<file path="config.mk">
export PLATFORM = sky130hd
export DESIGN_NAME = swipe_gesture_detector
export DESIGN_NICKNAME = d
export VERILOG_FILES = /design/src/rtl/sgd_pkg.sv /design/src/rtl/sgd_ctrl.sv /design/src/rtl/sgd_dp.sv /design/src/rtl/swipe_gesture_detector.sv
export SDC_FILE = /design/constraint.sdc
export NUM_CORES = 2
export LEC_CHECK = 0
export BUFFER_PORTS_ARGS = -buffer_cell sky130_fd_sc_hd__buf_2
export CAP_MARGIN = 20
export CORE_ASPECT_RATIO = 1.2
export CORE_MARGIN = 3
export CORE_UTILIZATION = 45
export CTS_CLUSTER_DIAMETER = 50
export DETAILED_ROUTE_END_ITERATION = 8
export HOLD_SLACK_MARGIN = 0.03
export SYNTH_ARGS = -nofsm -noshare
export SYNTH_HDL_FRONTEND = slang
export SYNTH_SLANG_ARGS = --single-unit
</file>
<file path="constraint.sdc">
create_clock -name clk -period 7.4 [get_ports clk]
set_clock_uncertainty 0.2 [all_clocks]
set_input_delay 1.85 -clock clk [delete_from_list [all_inputs] [get_ports clk]]
set_output_delay 1.85 -clock clk [all_outputs]
set_load 0.05 [all_outputs]
</file>
<file path="src/rtl/sgd_pkg.sv">
// ----------------------------------------------------------------------------
// sgd_pkg
// Shared types and constants for the swipe gesture detector: register
// indexes, reset values, field widths and controller/datapath bundles.
// ----------------------------------------------------------------------------
package sgd_pkg;

  // Default sizes handed to the top level parameters
  localparam int MAX_WINDOW_DEF = 32;
  localparam int COORD_BITS_DEF = 16;

  // Fixed field widths
  localparam int STAMP_W      = 32;
  localparam int WINDOW_LEN_W = 6;
  localparam int LENGTH_W     = 12;
  localparam int DUR_W        = 16;
  localparam int CFG_INDEX_W  = 3;
  localparam int CFG_DATA_W   = 16;

  // Direction dead band, millimetres
  localparam int DEAD_BAND_MM = 10;

  // Register indexes
  localparam logic [CFG_INDEX_W-1:0] REG_WINDOW_LEN = 3'd0;
  localparam logic [CFG_INDEX_W-1:0] REG_MIN_LENGTH = 3'd1;
  localparam logic [CFG_INDEX_W-1:0] REG_MAX_HEIGHT = 3'd2;
  localparam logic [CFG_INDEX_W-1:0] REG_MIN_DUR    = 3'd3;
  localparam logic [CFG_INDEX_W-1:0] REG_MAX_DUR    = 3'd4;
  localparam logic [CFG_INDEX_W-1:0] REG_MIN_GAP    = 3'd5;

  // Register reset values
  localparam logic [WINDOW_LEN_W-1:0] WINDOW_LEN_RST = 6'd20;
  localparam logic [LENGTH_W-1:0]     MIN_LENGTH_RST = 12'd100;
  localparam logic [LENGTH_W-1:0]     MAX_HEIGHT_RST = 12'd200;
  localparam logic [DUR_W-1:0]        MIN_DUR_RST    = 16'd250;
  localparam logic [DUR_W-1:0]        MAX_DUR_RST    = 16'd1500;
  localparam logic [DUR_W-1:0]        MIN_GAP_RST    = 16'd100;

  // Controller to datapath commands
  typedef struct packed {
    logic load;   // take a new sample, set up the scan
    logic rd;     // read the next older sample, step the scan pointer
    logic cmp;    // compare the returned sample against the anchor
    logic emit;   // move the pending report into the output register
  } sgd_cmd_t;

  // Datapath to controller status
  typedef struct packed {
    logic left_zero;  // no more samples to read
    logic cmp_valid;  // read data is on the compare inputs
    logic hit;        // swipe found and reportable
    logic out_busy;   // output register holds an untaken result
  } sgd_sts_t;

endpackage

</file>
<file path="src/rtl/sgd_ctrl.sv">
// ----------------------------------------------------------------------------
// sgd_ctrl
// Controller for the swipe gesture detector: takes a sample, runs the
// scan over older samples and hands a found swipe to the output register.
// ----------------------------------------------------------------------------
module sgd_ctrl
  import sgd_pkg::*;
(
  input  logic     clk,
  input  logic     rst,
  input  logic     in_valid,
  output logic     in_ready,
  input  sgd_sts_t sts,
  output sgd_cmd_t cmd
);

  typedef enum logic [2:0] {
    S_IDLE = 3'b001,
    S_SCAN = 3'b010,
    S_EMIT = 3'b100
  } state_t;

  state_t state;
  state_t state_next;

  always_ff @(posedge clk) begin
    if (rst) begin
      state <= S_IDLE;
    end else begin
      state <= state_next;
    end
  end

  always_comb begin
    state_next = state;
    cmd        = '0;
    in_ready   = 1'b0;
    case (state)
      S_IDLE: begin
        in_ready = 1'b1;
        if (in_valid) begin
          cmd.load   = 1'b1;
          state_next = S_SCAN;
        end
      end
      S_SCAN: begin
        cmd.rd  = !sts.left_zero;
        cmd.cmp = 1'b1;
        if (sts.hit) begin
          state_next = S_EMIT;
        end else if (sts.left_zero && !sts.cmp_valid) begin
          state_next = S_IDLE;
        end
      end
      S_EMIT: begin
        if (!sts.out_busy) begin
          cmd.emit   = 1'b1;
          state_next = S_IDLE;
        end
      end
      default: begin
        state_next = S_IDLE;
      end
    endcase
  end

endmodule

</file>
<file path="src/rtl/sgd_dp.sv">
// ----------------------------------------------------------------------------
// sgd_dp
// Datapath for the swipe gesture detector: configuration registers, the
// sample ring memory, anchor registers, compare logic and output register.
// ----------------------------------------------------------------------------
module sgd_dp
  import sgd_pkg::*;
#(
  parameter int MAX_WINDOW = MAX_WINDOW_DEF,
  parameter int COORD_BITS = COORD_BITS_DEF
) (
  input  logic                         clk,
  input  logic                         rst,
  input  sgd_cmd_t                     cmd,
  output sgd_sts_t                     sts,
  input  logic                         cfg_valid,
  input  logic [CFG_INDEX_W-1:0]       cfg_index,
  input  logic [CFG_DATA_W-1:0]        cfg_data,
  input  logic signed [COORD_BITS-1:0] pos_x,
  input  logic signed [COORD_BITS-1:0] pos_y,
  input  logic [STAMP_W-1:0]           stamp_ms,
  output logic                         out_valid,
  input  logic                         out_ready,
  output logic                         direction,
  output logic [STAMP_W-1:0]           event_ms
);

  localparam int PTR_W  = $clog2(MAX_WINDOW);
  localparam int CNT_W  = $clog2(MAX_WINDOW + 1);
  localparam int WIN_W  = (CNT_W > WINDOW_LEN_W) ? CNT_W : WINDOW_LEN_W;
  localparam int DIFF_W = COORD_BITS + 1;
  localparam int MAG_W  = (DIFF_W > LENGTH_W) ? DIFF_W : LENGTH_W;

  localparam logic [PTR_W-1:0] LAST_SLOT = PTR_W'(MAX_WINDOW - 1);
  localparam logic [CNT_W-1:0] FULL      = CNT_W'(MAX_WINDOW);
  localparam logic [WIN_W-1:0] WIN_MAX   = WIN_W'(MAX_WINDOW);
  localparam logic [WIN_W-1:0] WIN_ONE   = WIN_W'(1);
  localparam logic signed [DIFF_W-1:0] NEG_BAND = DIFF_W'(-DEAD_BAND_MM);

  // Configuration registers
  logic [WINDOW_LEN_W-1:0] window_len;
  logic [LENGTH_W-1:0]     min_length_mm;
  logic [LENGTH_W-1:0]     max_height_mm;
  logic [DUR_W-1:0]        min_dur_ms;
  logic [DUR_W-1:0]        max_dur_ms;
  logic [DUR_W-1:0]        min_gap_ms;

  always_ff @(posedge clk) begin
    if (rst) begin
      window_len    <= WINDOW_LEN_RST;
      min_length_mm <= MIN_LENGTH_RST;
      max_height_mm <= MAX_HEIGHT_RST;
      min_dur_ms    <= MIN_DUR_RST;
      max_dur_ms    <= MAX_DUR_RST;
      min_gap_ms    <= MIN_GAP_RST;
    end else if (cfg_valid) begin
      case (cfg_index)
        REG_WINDOW_LEN: window_len    <= cfg_data[WINDOW_LEN_W-1:0];
        REG_MIN_LENGTH: min_length_mm <= cfg_data[LENGTH_W-1:0];
        REG_MAX_HEIGHT: max_height_mm <= cfg_data[LENGTH_W-1:0];
        REG_MIN_DUR:    min_dur_ms    <= cfg_data[DUR_W-1:0];
        REG_MAX_DUR:    max_dur_ms    <= cfg_data[DUR_W-1:0];
        REG_MIN_GAP:    min_gap_ms    <= cfg_data[DUR_W-1:0];
        default: ;
      endcase
    end
  end

  // Sample ring
  logic signed [COORD_BITS-1:0] mem_x [MAX_WINDOW];
  logic signed [COORD_BITS-1:0] mem_y [MAX_WINDOW];
  logic [STAMP_W-1:0]           mem_t [MAX_WINDOW];

  logic [PTR_W-1:0] head;
  logic [PTR_W-1:0] rd_addr;
  logic [CNT_W-1:0] fill;
  logic [CNT_W-1:0] fill_inc;
  logic [CNT_W-1:0] left;
  logic             cmp_valid;

  logic signed [COORD_BITS-1:0] rd_x;
  logic signed [COORD_BITS-1:0] rd_y;
  logic [STAMP_W-1:0]           rd_t;

  logic signed [COORD_BITS-1:0] anc_x;
  logic signed [COORD_BITS-1:0] anc_y;
  logic [STAMP_W-1:0]           anc_t;
  logic [STAMP_W-1:0]           now;
  logic [STAMP_W-1:0]           last_report_ms;
  logic                         gap_ok;
  logic                         dir_pend;

  // Window length for this frame
  logic [WIN_W-1:0] win_ext;
  logic [WIN_W-1:0] win_eff;
  logic [WIN_W-1:0] fill_ext;
  logic [WIN_W-1:0] scan_n;

  always_comb begin
    fill_inc = (fill == FULL) ? fill : fill + CNT_W'(1);
    win_ext  = WIN_W'(window_len);
    if (win_ext == '0) begin
      win_eff = WIN_ONE;
    end else if (win_ext > WIN_MAX) begin
      win_eff = WIN_MAX;
    end else begin
      win_eff = win_ext;
    end
    fill_ext = WIN_W'(fill_inc);
    scan_n   = (fill_ext < win_eff) ? fill_ext : win_eff;
  end

  always_ff @(posedge clk) begin
    if (cmd.load) begin
      mem_x[head] <= pos_x;
      mem_y[head] <= pos_y;
      mem_t[head] <= stamp_ms;
    end
    if (cmd.rd) begin
      rd_x <= mem_x[rd_addr];
      rd_y <= mem_y[rd_addr];
      rd_t <= mem_t[rd_addr];
    end
  end

  // Compare the returned sample with the anchor
  logic signed [DIFF_W-1:0] dx;
  logic signed [DIFF_W-1:0] dy;
  logic [DIFF_W-1:0]        adx;
  logic [DIFF_W-1:0]        ady;
  logic [STAMP_W-1:0]       dt;
  logic                     far;
  logic                     long_enough;
  logic                     dur_ok;
  logic                     cmp_now;

  always_comb begin
    dx  = DIFF_W'(anc_x) - DIFF_W'(rd_x);
    dy  = DIFF_W'(anc_y) - DIFF_W'(rd_y);
    adx = dx[DIFF_W-1] ? DIFF_W'(-dx) : DIFF_W'(dx);
    ady = dy[DIFF_W-1] ? DIFF_W'(-dy) : DIFF_W'(dy);
    dt  = anc_t - rd_t;
    far         = MAG_W'(ady) > MAG_W'(max_height_mm);
    long_enough = MAG_W'(adx) >= MAG_W'(min_length_mm);
    dur_ok      = (dt >= STAMP_W'(min_dur_ms)) && (dt < STAMP_W'(max_dur_ms));
    cmp_now     = cmd.cmp && cmp_valid;
  end

  assign sts.hit       = cmp_now && !far && long_enough && dur_ok && gap_ok;
  assign sts.left_zero = (left == '0);
  assign sts.cmp_valid = cmp_valid;
  assign sts.out_busy  = out_valid && !out_ready;

  // Scan control and anchor
  always_ff @(posedge clk) begin
    if (rst) begin
      head           <= '0;
      fill           <= '0;
      left           <= '0;
      cmp_valid      <= 1'b0;
      last_report_ms <= '0;
    end else begin
      cmp_valid <= cmd.rd;
      if (cmd.load) begin
        head <= (head == LAST_SLOT) ? '0 : head + PTR_W'(1);
        fill <= fill_inc;
        left <= CNT_W'(scan_n - WIN_ONE);
      end else if (cmd.rd) begin
        left <= left - CNT_W'(1);
      end
      if (sts.hit) begin
        last_report_ms <= now;
      end
    end
  end

  always_ff @(posedge clk) begin
    if (cmd.load) begin
      anc_x   <= pos_x;
      anc_y   <= pos_y;
      anc_t   <= stamp_ms;
      now     <= stamp_ms;
      gap_ok  <= (stamp_ms - last_report_ms) > STAMP_W'(min_gap_ms);
      // the sample one older than the one being written
      rd_addr <= (head == '0) ? LAST_SLOT : head - PTR_W'(1);
    end else if (cmd.rd) begin
      rd_addr <= (rd_addr == '0) ? LAST_SLOT : rd_addr - PTR_W'(1);
    end
    if (cmp_now && far) begin
      anc_x <= rd_x;
      anc_y <= rd_y;
      anc_t <= rd_t;
    end
    if (sts.hit) begin
      dir_pend <= !(dx > NEG_BAND);
    end
  end

  // Output register
  always_ff @(posedge clk) begin
    if (rst) begin
      out_valid <= 1'b0;
    end else if (cmd.emit) begin
      out_valid <= 1'b1;
    end else if (out_ready) begin
      out_valid <= 1'b0;
    end
  end

  always_ff @(posedge clk) begin
    if (cmd.emit) begin
      direction <= dir_pend;
      event_ms  <= now;
    end
  end

endmodule

</file>
<file path="src/rtl/swipe_gesture_detector.sv">
// ----------------------------------------------------------------------------
// swipe_gesture_detector
// Detects left/right swipes of one tracked point from a stream of
// per-frame positions and timestamps.
// ----------------------------------------------------------------------------
// One sample (pos_x, pos_y in mm, stamp_ms) is taken per input transaction
// and stored in a ring of the newest MAX_WINDOW samples. The block then walks
// from the newest sample back through min(samples held, window_len) samples,
// one ring read per cycle, comparing each against an anchor that starts at
// the newest sample and jumps to any sample whose vertical drift from it
// exceeds max_height_mm. A sample with enough horizontal travel and a time
// span in [min_dur_ms, max_dur_ms) yields a swipe, reported only if more than
// min_gap_ms has passed since the previous report; at most one result per
// input. The sample ring has a single read port. The next input is taken
// once the scan ends; a finished result sits in an output register and
// only holds the block if a second result is ready before the first is
// taken. window_len of zero acts as one, values above MAX_WINDOW act as
// MAX_WINDOW. cfg_ready is always high; write configuration only while the
// block is idle.
module swipe_gesture_detector
  import sgd_pkg::*;
#(
  parameter int MAX_WINDOW = MAX_WINDOW_DEF,
  parameter int COORD_BITS = COORD_BITS_DEF
) (
  input  logic                         clk,
  input  logic                         rst,
  // configuration write channel
  input  logic                         cfg_valid,
  output logic                         cfg_ready,
  input  logic [CFG_INDEX_W-1:0]       cfg_index,
  input  logic [CFG_DATA_W-1:0]        cfg_data,
  // sample input channel
  input  logic                         in_valid,
  output logic                         in_ready,
  input  logic signed [COORD_BITS-1:0] pos_x,
  input  logic signed [COORD_BITS-1:0] pos_y,
  input  logic [STAMP_W-1:0]           stamp_ms,
  // swipe report channel
  output logic                         out_valid,
  input  logic                         out_ready,
  output logic                         direction,
  output logic [STAMP_W-1:0]           event_ms
);

  sgd_cmd_t cmd;
  sgd_sts_t sts;

  // register writes never stall
  assign cfg_ready = 1'b1;

  // sequence the load, scan and report hand-off
  sgd_ctrl u_ctrl (
    .clk      (clk),
    .rst      (rst),
    .in_valid (in_valid),
    .in_ready (in_ready),
    .sts      (sts),
    .cmd      (cmd)
  );

  // hold the sample ring, anchor, compares and output register
  sgd_dp #(
    .MAX_WINDOW (MAX_WINDOW),
    .COORD_BITS (COORD_BITS)
  ) u_dp (
    .clk       (clk),
    .rst       (rst),
    .cmd       (cmd),
    .sts       (sts),
    .cfg_valid (cfg_valid),
    .cfg_index (cfg_index),
    .cfg_data  (cfg_data),
    .pos_x     (pos_x),
    .pos_y     (pos_y),
    .stamp_ms  (stamp_ms),
    .out_valid (out_valid),
    .out_ready (out_ready),
    .direction (direction),
    .event_ms  (event_ms)
  );

endmodule

</file>
* After elaboration in Yosys (flattened, before gate mapping)
Memory sizes are Yosys's and may differ from the RTL's. A register that Yosys moved wholly into a read port is not among the register bits.
Index checks and enable logic that the tools add are counted.
W data, S select, Z words.
** Operators by class
- Eq/ne operators :: 13
- Muxes and demuxes :: 34
- $add $sub $neg :: 12
- $lt $le $gt $ge :: 8
- Reduce and logical (&&, ||, !) cells :: 29
** Operator list (count)
- $mux W16 :: 4
- $mux W32 :: 2
- $sub A32 B32 Y32 :: 2
- $mux W6 :: 6
- $mux W17 :: 2
- $neg A17 Y17 :: 2
- $sub A16 B16 Y17 :: 2
- $ge A32 B16 Y1 :: 1
- $gt A32 B16 Y1 :: 1
- $lt A32 B16 Y1 :: 1
- $mux W5 :: 5
- $ge A17 B12 Y1 :: 1
- $gt A17 B12 Y1 :: 1
- $gt A17 B5 Y1 const B :: 1
- $logic_not A6 Y1 :: 2
- $mux W3 :: 4
- $reduce_and A2 Y1 :: 6
- $sub A6 B1 Y6 const B :: 2
- $logic_not A5 Y1 :: 2
- $sub A5 B1 Y5 const B :: 2
- $eq A3 B2 Y1 const B :: 3
- $eq A3 B3 Y1 const B :: 3
- $logic_and A1 B1 Y1 :: 9
- $mux W1 :: 9
- 15 further kinds :: 23
** Storage, ports and cells
- Memories :: 3
- Word-level logic and storage cells :: 121
- Input bits :: 88
- Output and inout bits :: 36
- Memory bits (writable) :: 2048
- Register bits after elaboration :: 268
** Memory list
- u_dp.mem_t :: depth 32, width 32, rd ports 1, clocked after memory_dff 1, write ports 1, RTL line sgd_dp.sv:72 : logic [STAMP_W-1:0] mem_t [MAX_WINDOW];
- u_dp.mem_x :: depth 32, width 16, rd ports 1, clocked after memory_dff 1, write ports 1, RTL line sgd_dp.sv:70 : logic signed [COORD_BITS-1:0] mem_x [MAX_WINDOW];
- u_dp.mem_y :: depth 32, width 16, rd ports 1, clocked after memory_dff 1, write ports 1, RTL line sgd_dp.sv:71 : logic signed [COORD_BITS-1:0] mem_y [MAX_WINDOW];

* Longest topological paths before layout
- Word-level depth :: 11
- Gate-level depth with buffers :: 26
- Gate-level depth less buffers :: 26

* By module
Synthesis repeated with hierarchy kept, for this count alone.
** Second synthesis, totals
- Cell total of the unflattened synthesis :: 5094
- Area, all modules :: 97397.2 µm²
** Modules (own cells, without submodules)
- sgd_dp :: cells an instance 5070, instances 1, area each 97193.2 µm², seq. area each 70087.2 µm²
- sgd_ctrl :: cells an instance 22, instances 1, area each 192.7 µm², seq. area each 60.1 µm²
- swipe_gesture_detector :: cells an instance 2, instances 1, area each 11.3 µm², seq. area each 0.0 µm²

* Worst setup path after synthesis
No wires, ideal clock.
- Path kind :: reg-to-reg
- Start :: reg u_ctrl.state[0]
- End :: mem u_dp.mem_t[0][0] (enable)
- Library setup time :: 490 ps
- Cell stages (with the launch flop) :: 7
- Path buffers :: 1
- Data arrival time :: 5566 ps
- Setup slack :: 1145 ps
- Path through :: dfxtp_1 -> nor3b_1 -> nand2_1 -> inv_1 -> clkbuf_1 -> nand2_1 -> nor2_1
** On the way
- Word-level cells in the longest chain between the ends :: 4
** RTL lines
- start, declared :: RTL line sgd_ctrl.sv:23 : state_t state;
- start signal, assigned :: RTL line sgd_ctrl.sv:30 : state <= state_next;
- $eq A3 B1 Y1 :: RTL line sgd_ctrl.sv:38 : case (state)
- $mux W1 :: RTL line sgd_ctrl.sv:38
- $mux W1 :: RTL line sgd_dp.sv:114 : if (cmd.load) begin
- $mux W1 (not written as such) :: RTL line sgd_dp.sv:117 : mem_t[head] <= stamp_ms;
- end, declared :: RTL line sgd_dp.sv:72
No other way between the ends.

* Final worst setup path
- Start :: reg u_dp.anc_t[0]
- End :: reg u_dp.dir_pend (enable)
** On the way
- Word-level cells in the longest chain between the ends :: 5
** RTL lines
- start, declared :: RTL line sgd_dp.sv:87 : logic [STAMP_W-1:0] anc_t;
- start signal, assigned :: RTL line sgd_dp.sv:181 : anc_t <= stamp_ms;
- start signal, assigned :: RTL line sgd_dp.sv:192 : anc_t <= rd_t;
- $sub A32 B32 Y32 * :: RTL line sgd_dp.sv:142 : dt = anc_t - rd_t;
- $ge A32 B16 Y1 or $lt A32 B16 Y1 (tied branches) :: RTL line sgd_dp.sv:145 : dur_ok = (dt >= STAMP_W'(min_dur_ms)) && (dt < STAMP_W'(max_dur_ms));
- $logic_and A1 B1 Y1 * :: RTL line sgd_dp.sv:145
- $logic_and A1 B1 Y1 * (2 in a row) :: RTL line sgd_dp.sv:149 : assign sts.hit = cmp_now && !far && long_enough && dur_ok && gap_ok;
- end signal, assigned :: RTL line sgd_dp.sv:195 : dir_pend <= !(dx > NEG_BAND);
- end, declared :: RTL line sgd_dp.sv:91 : logic dir_pend;
Every way passes the cells marked *; elsewhere a longest branch is shown, timed or not.
A chain may end at the register's enable or synchronous reset.

==> flow_summary.json <==
{
  "netlist_instances": 5197,
  "ir_drop_mv": 0.258,
  "fp.dieH_um": 517,
  "fin_crit_ps": 6180,
  "fin_ws_ps": 1220,
  "ctsRootBufferMaster": "clkbuf_16",
  "num_rows": 186,
  "vias": 50000,
  "cts_buffers": 227,
  "drc": 0,
  "dpl_cell_area_sq_um": 103000,
  "finalMaxSlewViolations": 0,
  "post_cts_buffers": 0,
  "crit_path_max_fanout": 4,
  "worstPathArrival_ps": 6480,
  "ys.flop_type": "edfxtp_1",
  "grt_pass1_wl_um": 359000,
  "p_leak_nw": 36.0,
  "synth.most_common_cell": "edfxtp_1",
  "path_class": "register to register",
  "fillerInstances": 17100,
  "max-cap-violations": 0,
  "crit_required_ps": 7700,
  "synth_seq_cells": 2380,
  "grt_usage_pct": 22.2,
  "gr-total-overflow": 0,
  "ys_seq_area_share_pct": 71.7,
  "end_kind": "register",
  "design.die.area_sq_um": 223000,
  "cts-resized-gates": 0,
  "start_util_pct": 45.5,
  "drtPass1Iterations": 5,
  "path_clk_slew_ps": 60,
  "async_flop_share_pct": 0,
  "antenna_found_initial": 15,
  "synth_common_cells": "2248 x edfxtp_1, 640 x mux4_2, 419 x nand2_1",
  "outcome": "complete, no violations",
  "drive_gt1_share_pct": 22.9,
  "ant_nets": 0,
  "power_density_nw_per_um2": 270,
  "cts_sinks": 2380,
  "synth.distinct_cells": 87,
  "syn-cell-area_sq_um": 97800,
  "grt_setup_unrepaired": "false",
  "avgSynthCellArea_sq_um": 18.8,
  "yosys_warnings": 0,
  "dpl_worst_slack_ps": 334,
  "grt_max_degree": 140,
  "clk_latency_ps": 880,
  "routed_wl_um": 246000,
  "first_iter_violations": 5619,
  "cts-htree-levels": 4,
  "wl_per_cell_um": 29.0,
  "yosys-top-cells-area": "edfxtp_1 69%, mux4_2 15%, dfxtp_1 2.7%",
  "viasPerCell": 5.89,
  "final_area_sq_um": 110000,
  "place_congestion": 0.891,
  "slew_headroom_pct": 21.1,
  "cts_hold_buf": 0,
  "synth_top_area_share_pct": 69.0,
  "finalSetupViolCount": 0,
  "cts_tree": "done",
  "worstSetupStartpointType": "register",
  "synth_top_cell_by_area": "edfxtp_1",
  "final_hold_viol_count": 0,
  "period_share_pct": 83.6,
  "max_freq_mhz": 162,
  "first_global_vias": 51600,
  "clockBufferDepth": 3,
  "io_pins": 124,
  "dp_hpwl_um": 138000,
  "fin_nets": 5740,
  "hold_path.class": "register to register",
  "area.growth.synth_to_final_pct": 12.6,
  "port_buffers": 122,
  "finalPower_mw": 29.7,
  "core_area_sq_um": 215000,
  "synth-edff-count": 2248,
  "tightest_slew_ps": 1180,
  "die_x_um": 432,
  "synth_nets": 5472
}
-- logic make-up after synthesis --
group	after synthesis	synth area share (%)
multiplexers	759	16.0
AO/OA/AOI/OAI	469	3.09
other	1	0.00384
flip-flops	2380	71.7
adder cells (fa/ha/maj)	187	2.42
XOR/XNOR	85	0.761
buffers and inverters	430	1.68
AND/OR/NAND/NOR	886	4.25
-- cells in the final DEF (no fill, tap or decap), drive strengths merged, types with 92 or more instances in the layout --
| cell | n |
|---|---|
| edfxtp | 2248 |
| mux4 | 640 |
| nand2 | 419 |
| clkbuf | 294 |
| buf | 258 |
| inv | 229 |
| ha | 183 |
| nor2 | 157 |
| a21oi | 156 |
| dfxtp | 132 |
| clkinv | 98 |
| o21ai | 92 |
-- per-stage QoR --
step	TNS, ps	cells	util [%]	hold slack, ps
detailed placement	0	8053	47.7	235
global placement	-230	8050	47.7	231
floorplan	0	5197	-	200
CTS	0	8479	51.2	247
finish	0	8485	51.2	246
global route	0	8483	51.2	253
-- cell type report --
class	count	area, sq um	area share [%]
flip-flops and latches	2380	70100	63.7
multi-input cells	2387	26300	23.9
clock buffers	294	6040	5.49
well taps	2820	3530	3.21
repair buffers	258	1960	1.78
clock inverters	132	1330	1.21
inverters	211	795	0.722
diodes	3	7.51	0.00682
-- power breakdown --
part           switching (mW)  internal, mW  leakage, nW
registers              0.0630          14.9         21.4
logic                    1.84          1.47         11.1
clock network            5.14          6.29         3.58
-- sequential cells by signal (all words and copies together), names as in the netlist, 32 cells and up --
register and flops:
u_dp.rd_t 32, u_dp.mem_t 1024, u_dp.anc_t 32, u_dp.mem_x 512, u_dp.mem_y 512, u_dp.last_report_ms 32, u_dp.now 32, u_dp.event_ms 32
-- path summary, 6_finish.rpt --
check                      from                 to  slack [ps]  cells after the start
setup / recovery  u_dp.anc_t[0]      u_dp.dir_pend        1220                     21
hold / removal     u_dp.now[13]  u_dp.event_ms[13]         250                      0
setup reg to reg  u_dp.anc_t[0]      u_dp.dir_pend        1220                     21
hold reg to reg    u_dp.now[13]  u_dp.event_ms[13]         250                      0
-- critical path, cell delays in order (launching register included) --
cell	delay, ps
edfxtp_1	370
inv_1	70
ha_1	180
inv_1	60
fa_1	390
a21o_1	190
a221o_1	420
a211o_1	420
a21oi_2	230
o21ai_1	110
xor2_1	240
ha_1	280
nor2b_1	130
o21ai_0	410
nand2_1	80
or3_1	310
nor4_1	360
nand3_1	120
or4_1	490
nor4_1	210
nand4_1	200
nor4b_1	350
-- metal layers --
layer / GRT usage (%) / up-vias / part of all wire [%]
met5: 0 / - / 0.013
met4: 5.73 / 6 / 2.3
met3: 3.53 / 349 / 6.1
met2: 37.8 / 1592 / 50
met1: 30.0 / 26600 / 41
li1: - / 21400 / -
Power figures use the tool's default switching activity.
